<file path="config.mk">
export PLATFORM = sky130hd
export DESIGN_NAME = two_stack_queue
export DESIGN_NICKNAME = d
export VERILOG_FILES = /design/src/sv/tsq_pkg.sv /design/src/sv/tsq_ram.sv /design/src/sv/tsq_seq.sv /design/src/sv/two_stack_queue.sv
export SDC_FILE = /design/constraint.sdc
export NUM_CORES = 2
export LEC_CHECK = 0
export BUFFER_PORTS_ARGS = -buffer_cell sky130_fd_sc_hd__buf_4
export CAP_MARGIN = 10
export CORE_AREA = 2 2 388 678
export DETAILED_ROUTE_END_ITERATION = 16
export DIE_AREA = 0 0 390 680
export PLACE_DENSITY = 0.79
export SYNTH_ARGS = -nofsm -noshare
export SYNTH_HDL_FRONTEND = slang
export SYNTH_SLANG_ARGS = --single-unit
</file>
<file path="constraint.sdc">
create_clock -name clk -period 11.8 [get_ports clk]
set_input_delay 2.36 -clock clk [delete_from_list [all_inputs] [get_ports clk]]
set_output_delay 2.36 -clock clk [all_outputs]
set_load 0.03 [all_outputs]
</file>
<file path="src/sv/tsq_pkg.sv">
`timescale 1ns / 1ps
// Package for the two-stack queue: beat payload types, status and command codes,
// register indexes and the handshake structs between the top level and the sequencer.
// Depends on nothing.
package tsq_pkg;

  localparam int VALUE_W   = 32;
  localparam int CAP_W     = 7;
  localparam int REG_IDX_W = 2;

  localparam logic [CAP_W-1:0] CAP_RESET = 7'd64;

  localparam logic [REG_IDX_W-1:0] REG_CAP_FIRST  = 2'd0;
  localparam logic [REG_IDX_W-1:0] REG_CAP_SECOND = 2'd1;

  localparam logic CMD_ENQ = 1'b0;
  localparam logic CMD_DEQ = 1'b1;

  localparam logic [1:0] ST_OK    = 2'd0;
  localparam logic [1:0] ST_FULL  = 2'd1;
  localparam logic [1:0] ST_EMPTY = 2'd2;

  typedef struct packed {
    logic                      cmd;
    logic signed [VALUE_W-1:0] value;
  } in_item_t;

  typedef struct packed {
    logic [1:0]                status;
    logic signed [VALUE_W-1:0] out_value;
  } out_item_t;

  // Accepted input beat handed to the sequencer.
  typedef struct packed {
    logic     valid;
    in_item_t item;
  } tsq_start_t;

  // Finished result handed back to the output register.
  typedef struct packed {
    logic      done;
    out_item_t item;
  } tsq_res_t;

endpackage

</file>
<file path="src/sv/tsq_ram.sv">
`timescale 1ns / 1ps
// Single-write, single-read stack memory with registered read data.
// Depends on tsq_pkg for the data width.
module tsq_ram #(
  parameter int DEPTH = 64,
  parameter int AW    = 6
) (
  input  logic                        clk,
  input  logic                        we,
  input  logic [AW-1:0]               waddr,
  input  logic [tsq_pkg::VALUE_W-1:0] wdata,
  input  logic                        re,
  input  logic [AW-1:0]               raddr,
  output logic [tsq_pkg::VALUE_W-1:0] rdata
);

  logic [tsq_pkg::VALUE_W-1:0] mem [0:DEPTH-1];

  always_ff @(posedge clk) begin
    if (we) begin
      mem[waddr] <= wdata;
    end
  end

  always_ff @(posedge clk) begin
    if (re) begin
      rdata <= mem[raddr];
    end
  end

endmodule

</file>
<file path="src/sv/tsq_seq.sv">
`timescale 1ns / 1ps
// Sequencer for the two-stack queue: stack counts, the transfer loop and both stack memories.
// Depends on tsq_pkg and tsq_ram.
module tsq_seq #(
  parameter int STACK_DEPTH = 64,
  parameter int CW          = 7,
  parameter int AW          = 6
) (
  input  logic                clk,
  input  logic                rst,
  input  tsq_pkg::tsq_start_t start,
  input  logic [CW-1:0]       bound,
  input  logic                out_free,
  output logic                busy,
  output tsq_pkg::tsq_res_t   res
);

  localparam logic [1:0] S_IDLE   = 2'd0;
  localparam logic [1:0] S_MOVE   = 2'd1;
  localparam logic [1:0] S_READ   = 2'd2;
  localparam logic [1:0] S_FINISH = 2'd3;

  logic [1:0]                  state, state_next;
  logic [CW-1:0]               in_count, in_count_next;
  logic [CW-1:0]               out_count, out_count_next;
  logic                        cmd, cmd_next;
  logic [tsq_pkg::VALUE_W-1:0] value, value_next;
  logic [1:0]                  res_status, res_status_next;
  logic [tsq_pkg::VALUE_W-1:0] res_value, res_value_next;
  logic                        pend, pend_next;

  logic [CW-1:0]               in_dec, out_dec;
  logic                        in_we, in_re, out_we, out_re;
  logic [AW-1:0]               in_waddr, in_raddr, out_waddr, out_raddr;
  logic [tsq_pkg::VALUE_W-1:0] in_wdata, out_wdata, in_rdata, out_rdata;

  assign in_dec  = in_count - CW'(1);
  assign out_dec = out_count - CW'(1);

  tsq_ram #(.DEPTH(STACK_DEPTH), .AW(AW)) u_in_ram (
    .clk(clk), .we(in_we), .waddr(in_waddr), .wdata(in_wdata),
    .re(in_re), .raddr(in_raddr), .rdata(in_rdata)
  );

  tsq_ram #(.DEPTH(STACK_DEPTH), .AW(AW)) u_out_ram (
    .clk(clk), .we(out_we), .waddr(out_waddr), .wdata(out_wdata),
    .re(out_re), .raddr(out_raddr), .rdata(out_rdata)
  );

  always_comb begin
    state_next      = state;
    in_count_next   = in_count;
    out_count_next  = out_count;
    cmd_next        = cmd;
    value_next      = value;
    res_status_next = res_status;
    res_value_next  = res_value;
    pend_next       = 1'b0;
    in_we     = 1'b0;
    in_waddr  = in_count[AW-1:0];
    in_wdata  = value;
    in_re     = 1'b0;
    in_raddr  = in_dec[AW-1:0];
    out_we    = 1'b0;
    out_waddr = out_count[AW-1:0];
    out_wdata = in_rdata;
    out_re    = 1'b0;
    out_raddr = out_dec[AW-1:0];
    res.done  = 1'b0;
    res.item.status    = res_status;
    res.item.out_value = res_value;

    unique case (state)
      S_IDLE: begin
        if (start.valid) begin
          cmd_next   = start.item.cmd;
          value_next = start.item.value;
          if (start.item.cmd == tsq_pkg::CMD_ENQ) begin
            if (in_count < bound) begin
              in_we         = 1'b1;
              in_wdata      = start.item.value;
              in_count_next = in_count + CW'(1);
            end else if (out_count == '0 && bound != '0) begin
              state_next = S_MOVE;
            end else begin
              res_status_next = tsq_pkg::ST_FULL;
              res_value_next  = '0;
              state_next      = S_FINISH;
            end
          end else begin
            if (in_count == '0 && out_count == '0) begin
              res_status_next = tsq_pkg::ST_EMPTY;
              res_value_next  = '0;
              state_next      = S_FINISH;
            end else if (out_count == '0) begin
              state_next = S_MOVE;
            end else begin
              out_re         = 1'b1;
              out_count_next = out_dec;
              state_next     = S_READ;
            end
          end
        end
      end
      S_MOVE: begin
        // Reads from the input stack and writes to the output stack overlap,
        // so one element moves per cycle.
        if (in_count != '0) begin
          in_re         = 1'b1;
          in_count_next = in_dec;
          pend_next     = 1'b1;
        end
        if (pend) begin
          out_we         = 1'b1;
          out_count_next = out_count + CW'(1);
        end
        if (in_count == '0 && !pend) begin
          if (cmd == tsq_pkg::CMD_ENQ) begin
            in_we         = 1'b1;
            in_waddr      = '0;
            in_count_next = CW'(1);
            state_next    = S_IDLE;
          end else begin
            out_re         = 1'b1;
            out_count_next = out_dec;
            state_next     = S_READ;
          end
        end
      end
      S_READ: begin
        res_status_next = tsq_pkg::ST_OK;
        res_value_next  = out_rdata;
        state_next      = S_FINISH;
      end
      S_FINISH: begin
        if (out_free) begin
          res.done   = 1'b1;
          state_next = S_IDLE;
        end
      end
      default: begin
        state_next = S_IDLE;
      end
    endcase
  end

  always_ff @(posedge clk) begin
    if (rst) begin
      state     <= S_IDLE;
      in_count  <= '0;
      out_count <= '0;
      pend      <= 1'b0;
    end else begin
      state     <= state_next;
      in_count  <= in_count_next;
      out_count <= out_count_next;
      pend      <= pend_next;
    end
  end

  always_ff @(posedge clk) begin
    cmd        <= cmd_next;
    value      <= value_next;
    res_status <= res_status_next;
    res_value  <= res_value_next;
  end

  assign busy = (state != S_IDLE);

endmodule

</file>
<file path="src/sv/two_stack_queue.sv">
`timescale 1ns / 1ps
// Top level of the two-stack queue: channels, capacity registers and the output register.
// Depends on tsq_pkg, tsq_seq and tsq_ram.
//
// A FIFO of signed 32-bit values kept in two stacks. Each input beat carries a
// command (enqueue or dequeue) and a value; a dequeue always gives one result
// beat (value, or Empty), an enqueue gives a result beat only when it reports Full.
// in_stall is high while an item is being worked on, so one item is in flight.
// A plain enqueue is written straight into the input stack; a Full or Empty
// report goes through the finish state; a dequeue from a non-empty output stack
// goes through memory read, capture and hand-off. When a transfer is needed, the
// transfer loop first moves the elements one per cycle through the two stack
// memories. Averaged over a stream, each element is moved once.
// Results sit in an output register; a new item is accepted while a result waits
// there, and the sequencer only holds its next result back while out_stall keeps
// the register occupied. The configuration port is always ready; both capacity
// registers reset to 64, the stacks reset empty and their contents are not cleared.
module two_stack_queue #(
  parameter int STACK_DEPTH = 64
) (
  input  logic                              clk,
  input  logic                              rst,
  input  logic                              in_valid,
  output logic                              in_stall,
  input  tsq_pkg::in_item_t                 in_data,
  output logic                              out_valid,
  input  logic                              out_stall,
  output tsq_pkg::out_item_t                out_data,
  input  logic                              cfg_valid,
  output logic                              cfg_ready,
  input  logic [tsq_pkg::REG_IDX_W-1:0]     cfg_index,
  input  logic [tsq_pkg::CAP_W-1:0]         cfg_data
);

  // Count width holds the depth itself; address width indexes the memory.
  localparam int CW = $clog2(STACK_DEPTH + 1);
  localparam int AW = (STACK_DEPTH > 1) ? $clog2(STACK_DEPTH) : 1;
  localparam int BW = (CW > tsq_pkg::CAP_W) ? CW : tsq_pkg::CAP_W;

  logic [tsq_pkg::CAP_W-1:0] capacity_first, capacity_second, cap_min;
  logic [BW-1:0]             bound_wide;
  logic [CW-1:0]             bound;
  logic                      busy, out_free;
  tsq_pkg::tsq_start_t       start;
  tsq_pkg::tsq_res_t         res;

  // Configuration writes are taken at any time; an unknown index is dropped.
  assign cfg_ready = 1'b1;

  always_ff @(posedge clk) begin
    if (rst) begin
      capacity_first  <= tsq_pkg::CAP_RESET;
      capacity_second <= tsq_pkg::CAP_RESET;
    end else if (cfg_valid && cfg_ready) begin
      unique case (cfg_index)
        tsq_pkg::REG_CAP_FIRST:  capacity_first  <= cfg_data;
        tsq_pkg::REG_CAP_SECOND: capacity_second <= cfg_data;
        default: begin
        end
      endcase
    end
  end

  // The input stack bound is the smaller capacity, saturated at the memory depth.
  assign cap_min    = (capacity_first < capacity_second) ? capacity_first : capacity_second;
  assign bound_wide = (BW'(cap_min) > BW'(STACK_DEPTH)) ? BW'(STACK_DEPTH) : BW'(cap_min);
  assign bound      = bound_wide[CW-1:0];

  assign in_stall    = busy;
  assign start.valid = in_valid && !in_stall;
  assign start.item  = in_data;

  // The output register is free when empty or being drained in this cycle.
  assign out_free = !out_valid || !out_stall;

  tsq_seq #(.STACK_DEPTH(STACK_DEPTH), .CW(CW), .AW(AW)) u_seq (
    .clk(clk), .rst(rst), .start(start), .bound(bound),
    .out_free(out_free), .busy(busy), .res(res)
  );

  always_ff @(posedge clk) begin
    if (rst) begin
      out_valid <= 1'b0;
    end else if (res.done) begin
      out_valid <= 1'b1;
    end else if (!out_stall) begin
      out_valid <= 1'b0;
    end
  end

  always_ff @(posedge clk) begin
    if (res.done) begin
      out_data <= res.item;
    end
  end

  // A result is only handed over when the output register can take it.
  a_done_free: assert property (@(posedge clk) disable iff (rst)
    res.done |-> out_free)
    else $error("result handed over while output register is occupied");

  // A dequeue always ends in a result, so it never finishes in its accept cycle.
  a_deq_busy: assert property (@(posedge clk) disable iff (rst)
    (in_valid && !in_stall && in_data.cmd == tsq_pkg::CMD_DEQ) |=> in_stall)
    else $error("dequeue finished without producing a result");

  // After a hand-off the sequencer is free for the next beat.
  a_done_idle: assert property (@(posedge clk) disable iff (rst)
    res.done |=> !in_stall)
    else $error("sequencer still busy after hand-off");

  // Error reports carry a zero value.
  a_err_zero: assert property (@(posedge clk) disable iff (rst)
    (out_valid && out_data.status != tsq_pkg::ST_OK) |-> out_data.out_value == '0)
    else $error("error result with nonzero value");

endmodule
</file>
==> run_results.csv <==
group,metric,value,unit
logic_synthesis,synth_nets,6751,
global_routing,antenna_found_initial,5,
global_routing,grt_pass1_wl,605000,um
floorplan,die_y_extent,680,um
drt,routed_wirelength,427000,um
drt,number_of_optimization_iterations_in_the_first_detailed_route_pass,8,
timing,clock-skew-final,51.1,ps
timing,tns,0,ps
timing,slew_violations,0,
placement,dp_hpwl,224000,um
clocking,cts.sinks,4293,
finish,area_delta_synth_final,11.1,%
finish,design_area,181000,um2
clocking,worst_skew_pair.late_latency,930,ps
drt,vias_per_cell,7.30,
logic_synthesis,mappedNetlistArea,163000,um2
worst_setup_path,timing.critical_path.slowest_stage_cell,"sky130_fd_sc_hd__nor2_4",
timing,final_hold_viol_count,0,
floorplan,area_of_the_die,265000,um2
job,max_cap_violations,0,
timing,maxClockFrequency,149,MHz
floorplan,start_util,62.7,%
timing,timing.max_slew.rel_slack,15.3,%
pwr,design_power_total,46.8,mW
clocking,cts.repair.resized,0,
global_routing,maximum_number_of_pins_on_one_net_before_global_route_repair,143,
clocking,cts_inserted_buffers,357,
placement,final_weighted_congestion_in_routability_driven_placement,0.866,
worst_setup_path,worstPathArrival,7190,ps
global_routing,first_global_vias,81300,
logic_synthesis,yosysMostFrequentCell,"sky130_fd_sc_hd__edfxtp_1",
clocking,root_cell_of_the_clock_tree,"sky130_fd_sc_hd__clkbuf_16",
floorplan,die_w,390,um
worst_setup_path,critical-path-max-stage-delay,1350,ps
drt,drc,0,
timing,timing.hold.ws,415,ps
drt,detail_route.iter0.violations,11400,
worst_setup_path,reg2reg_slack,5110,ps
worst_setup_path,crit_path_max_fanout,38,
worst_setup_path,endpoint_kind,"flop",
worst_setup_path,cp_num_buf_inv,2,
worst_setup_path,critPathLaunchType,"flop",
worst_setup_path,critical-path-top-delay-family,"simple AND/OR/NAND/NOR gates",
drt,ant_nets,0,
logic_synthesis,synth_flop_cell,"sky130_fd_sc_hd__edfxtp_1",
logic_synthesis,yosysSeqAreaShare,78.9,%
global_routing,global_route.overflow_total,0,
pwr,cellPowerDensity,258,nW/um2
finish,final_core_util,69.7,%
clocking,tritoncts_clock_tree,"done",
finish,nNetsFinal,7067,
logic_synthesis,post_synth_most_frequent_cells,"4261 x sky130_fd_sc_hd__edfxtp_1, 1280 x sky130_fd_sc_hd__mux4_2, 199 x sky130_fd_sc_hd__clkbuf_1",
logic_synthesis,ys_ff_latch,4293,
clocking,clkSlewWorstSetupHoldPaths,70,ps
min_path,hold_path.class,"flop to flop",
logic_synthesis,synthArstFlopShare,0,%
logic_synthesis,netlist_instances,6687,
logic_synthesis,synth_cell_types,59,
drt,avgRoutedWirePerCell,40.0,um
outcome,outcome,"completed",
logic_synthesis,synth_top_cell_area_share,78.5,%
placement,place_area,169000,um2
worst_setup_path,criticalPathCategory,"flop to flop",
timing,unrepaired_setup_endpoints_after_global_routing,"no",
worst_setup_path,worst_ep_required_time,12300,ps
placement,io_buffers,82,
logic_synthesis,synth_enable_flop_cells,4261,
pwr,ir_worst_vdd,0.000426,V
floorplan,floorplan.core_area,260000,um2
logic_synthesis,syn_warnings,0,
timing,fin_crit,6690,ps
timing,setup_viol,0,
clocking,ctsHtreeMaxLevel,5,
floorplan,ios,84,
global_routing,track_usage,32.7,%
logic_synthesis,syn_avg_cell_area,24.4,um2
logic_synthesis,top_area_cells_in_the_synthesized_netlist,"sky130_fd_sc_hd__edfxtp_1 78%, sky130_fd_sc_hd__mux4_2 18%, sky130_fd_sc_hd__a22oi_1 0.60%, sky130_fd_sc_hd__clkbuf_1 0.46%, sky130_fd_sc_hd__nand2_1 0.45%",
worst_setup_path,timing.critical_path.cells,"inv_1 -> ha_1 -> a21oi_1 -> o21ai_1 -> a21oi_2 -> nor2_1 -> a21oi_1 -> nand2_1 -> ha_1 -> a211oi_1 -> o21ai_1 -> or3_1 -> a211oi_4 -> buf_4 -> nand4_1 -> nor2_4",
timing,max_slew.worst_pin.slew,1270,ps
clocking,cts_hold_repair.buffers,0,
clocking,cts.path.max_buffers,4,
floorplan,fp-row-count,248,
clocking,cts.repair_timing.setup_buffer_count,0,
drt,route.vias.total,77800,
finish,drive_above_1_share,31.0,%
pwr,leakage,54.8,nW
logic_synthesis,synth.largest_area_cell,"sky130_fd_sc_hd__edfxtp_1",
timing,period_share,56.7,%
where the power goes:
group / leakage [nW] / internal [mW] / switching (mW)
combinational: 10.5 / 5.83 / 9.66
sequential: 38.6 / 18.9 / 0.223
clock: 5.67 / 6.71 / 5.43
total: 54.8 / 31.5 / 15.3
worst paths after layout:
kind / startpoint / end / depth (start not counted)
setup reg to reg: capacity_second[6] / u_seq.u_in_ram.mem[53][24] / 16
hold reg to reg: u_seq.res_value[1] / out_data[1] / 0
setup / recovery: capacity_second[6] / u_seq.u_in_ram.mem[53][24] / 16
hold / removal: u_seq.res_value[1] / out_data[1] / 0
metal layers:
metal  up-vias  track usage (%)  wire length [um]
li1      29400                -                 -
met1     40900             36.8            128000
met2      5981             58.4            232000
met3      1553             4.95             34200
met4         2             20.1             32400
met5         -           0.0367                13
sequential cells by signal, indices dropped and copies added (netlist names):
register / flops
capacity_first: 7
capacity_second: 7
out_data: 34
out_valid: 1
u_seq.cmd: 1
u_seq.in_count: 7
u_seq.out_count: 7
u_seq.pend: 1
u_seq.res_status: 2
u_seq.res_value: 32
u_seq.state: 2
u_seq.u_in_ram.mem: 2048
u_seq.u_in_ram.rdata: 32
u_seq.u_out_ram.mem: 2048
u_seq.u_out_ram.rdata: 32
u_seq.value: 32
area by class of cell:
class / count / area (um2)
repair buffers: 312 / 2540
fillers: 14000 / 78800
well taps: 3375 / 4220
flip-flops and latches: 4293 / 129000
diodes: 4 / 10.0
inverters: 18 / 67.6
clock buffers: 419 / 9250
multi-input cells: 2021 / 34000
clock inverters: 219 / 2440
cells in the final DEF, fill, tap and decap left out, drive strengths merged, types with 7 or more instances in the layout:
cell / n
nand2: 197
bufinv: 49
inv: 29
nor2: 178
nand3: 15
nor3: 12
o21ai: 28
mux2i: 13
or3: 10
clkinv: 142
a211oi: 7
clkinvlp: 17
a21oi: 16
clkbuf: 419
edfxtp: 4261
and2: 32
a22oi: 131
xnor2: 12
dfxtp: 32
mux4: 1280
buf: 312
ha: 17
per-stage QoR:
stage               setup slack, ps  std cells
finish                         5110      10700
global route                   4760      10700
CTS                            5180      10700
detailed placement             5290      10000
global placement               5210      10000
floorplan                      2690       6687
worst register-to-register path: stages (launching register included):
cell and delay (ps):
sky130_fd_sc_hd__dfxtp_1 350, sky130_fd_sc_hd__inv_1 80, sky130_fd_sc_hd__ha_1 300, sky130_fd_sc_hd__a21oi_1 170, sky130_fd_sc_hd__o21ai_1 100, sky130_fd_sc_hd__a21oi_2 430, sky130_fd_sc_hd__nor2_1 80, sky130_fd_sc_hd__a21oi_1 360
sky130_fd_sc_hd__nand2_1 100, sky130_fd_sc_hd__ha_1 300, sky130_fd_sc_hd__a211oi_1 250, sky130_fd_sc_hd__o21ai_1 160, sky130_fd_sc_hd__or3_1 440, sky130_fd_sc_hd__a211oi_4 260, sky130_fd_sc_hd__buf_4 470, sky130_fd_sc_hd__nand4_1 1020
sky130_fd_sc_hd__nor2_4 1350
cell families (layout without fill, tap and decap cells):
| group | count (synthesis) | in the layout | synth area share [%] |
|---|---|---|---|
| xor+xnor | 17 | 17 | 0.0913 |
| buf+inv | 373 | 968 | 0.952 |
| compound gates | 211 | 211 | 0.921 |
| simple gates | 482 | 482 | 1.28 |
| mux | 1293 | 1293 | 17.8 |
| fa+ha+maj | 17 | 17 | 0.130 |
| other cells | 1 | 5 | 0.00230 |
| flops | 4293 | 4293 | 78.9 |
Power figures use the tool's default switching activity.
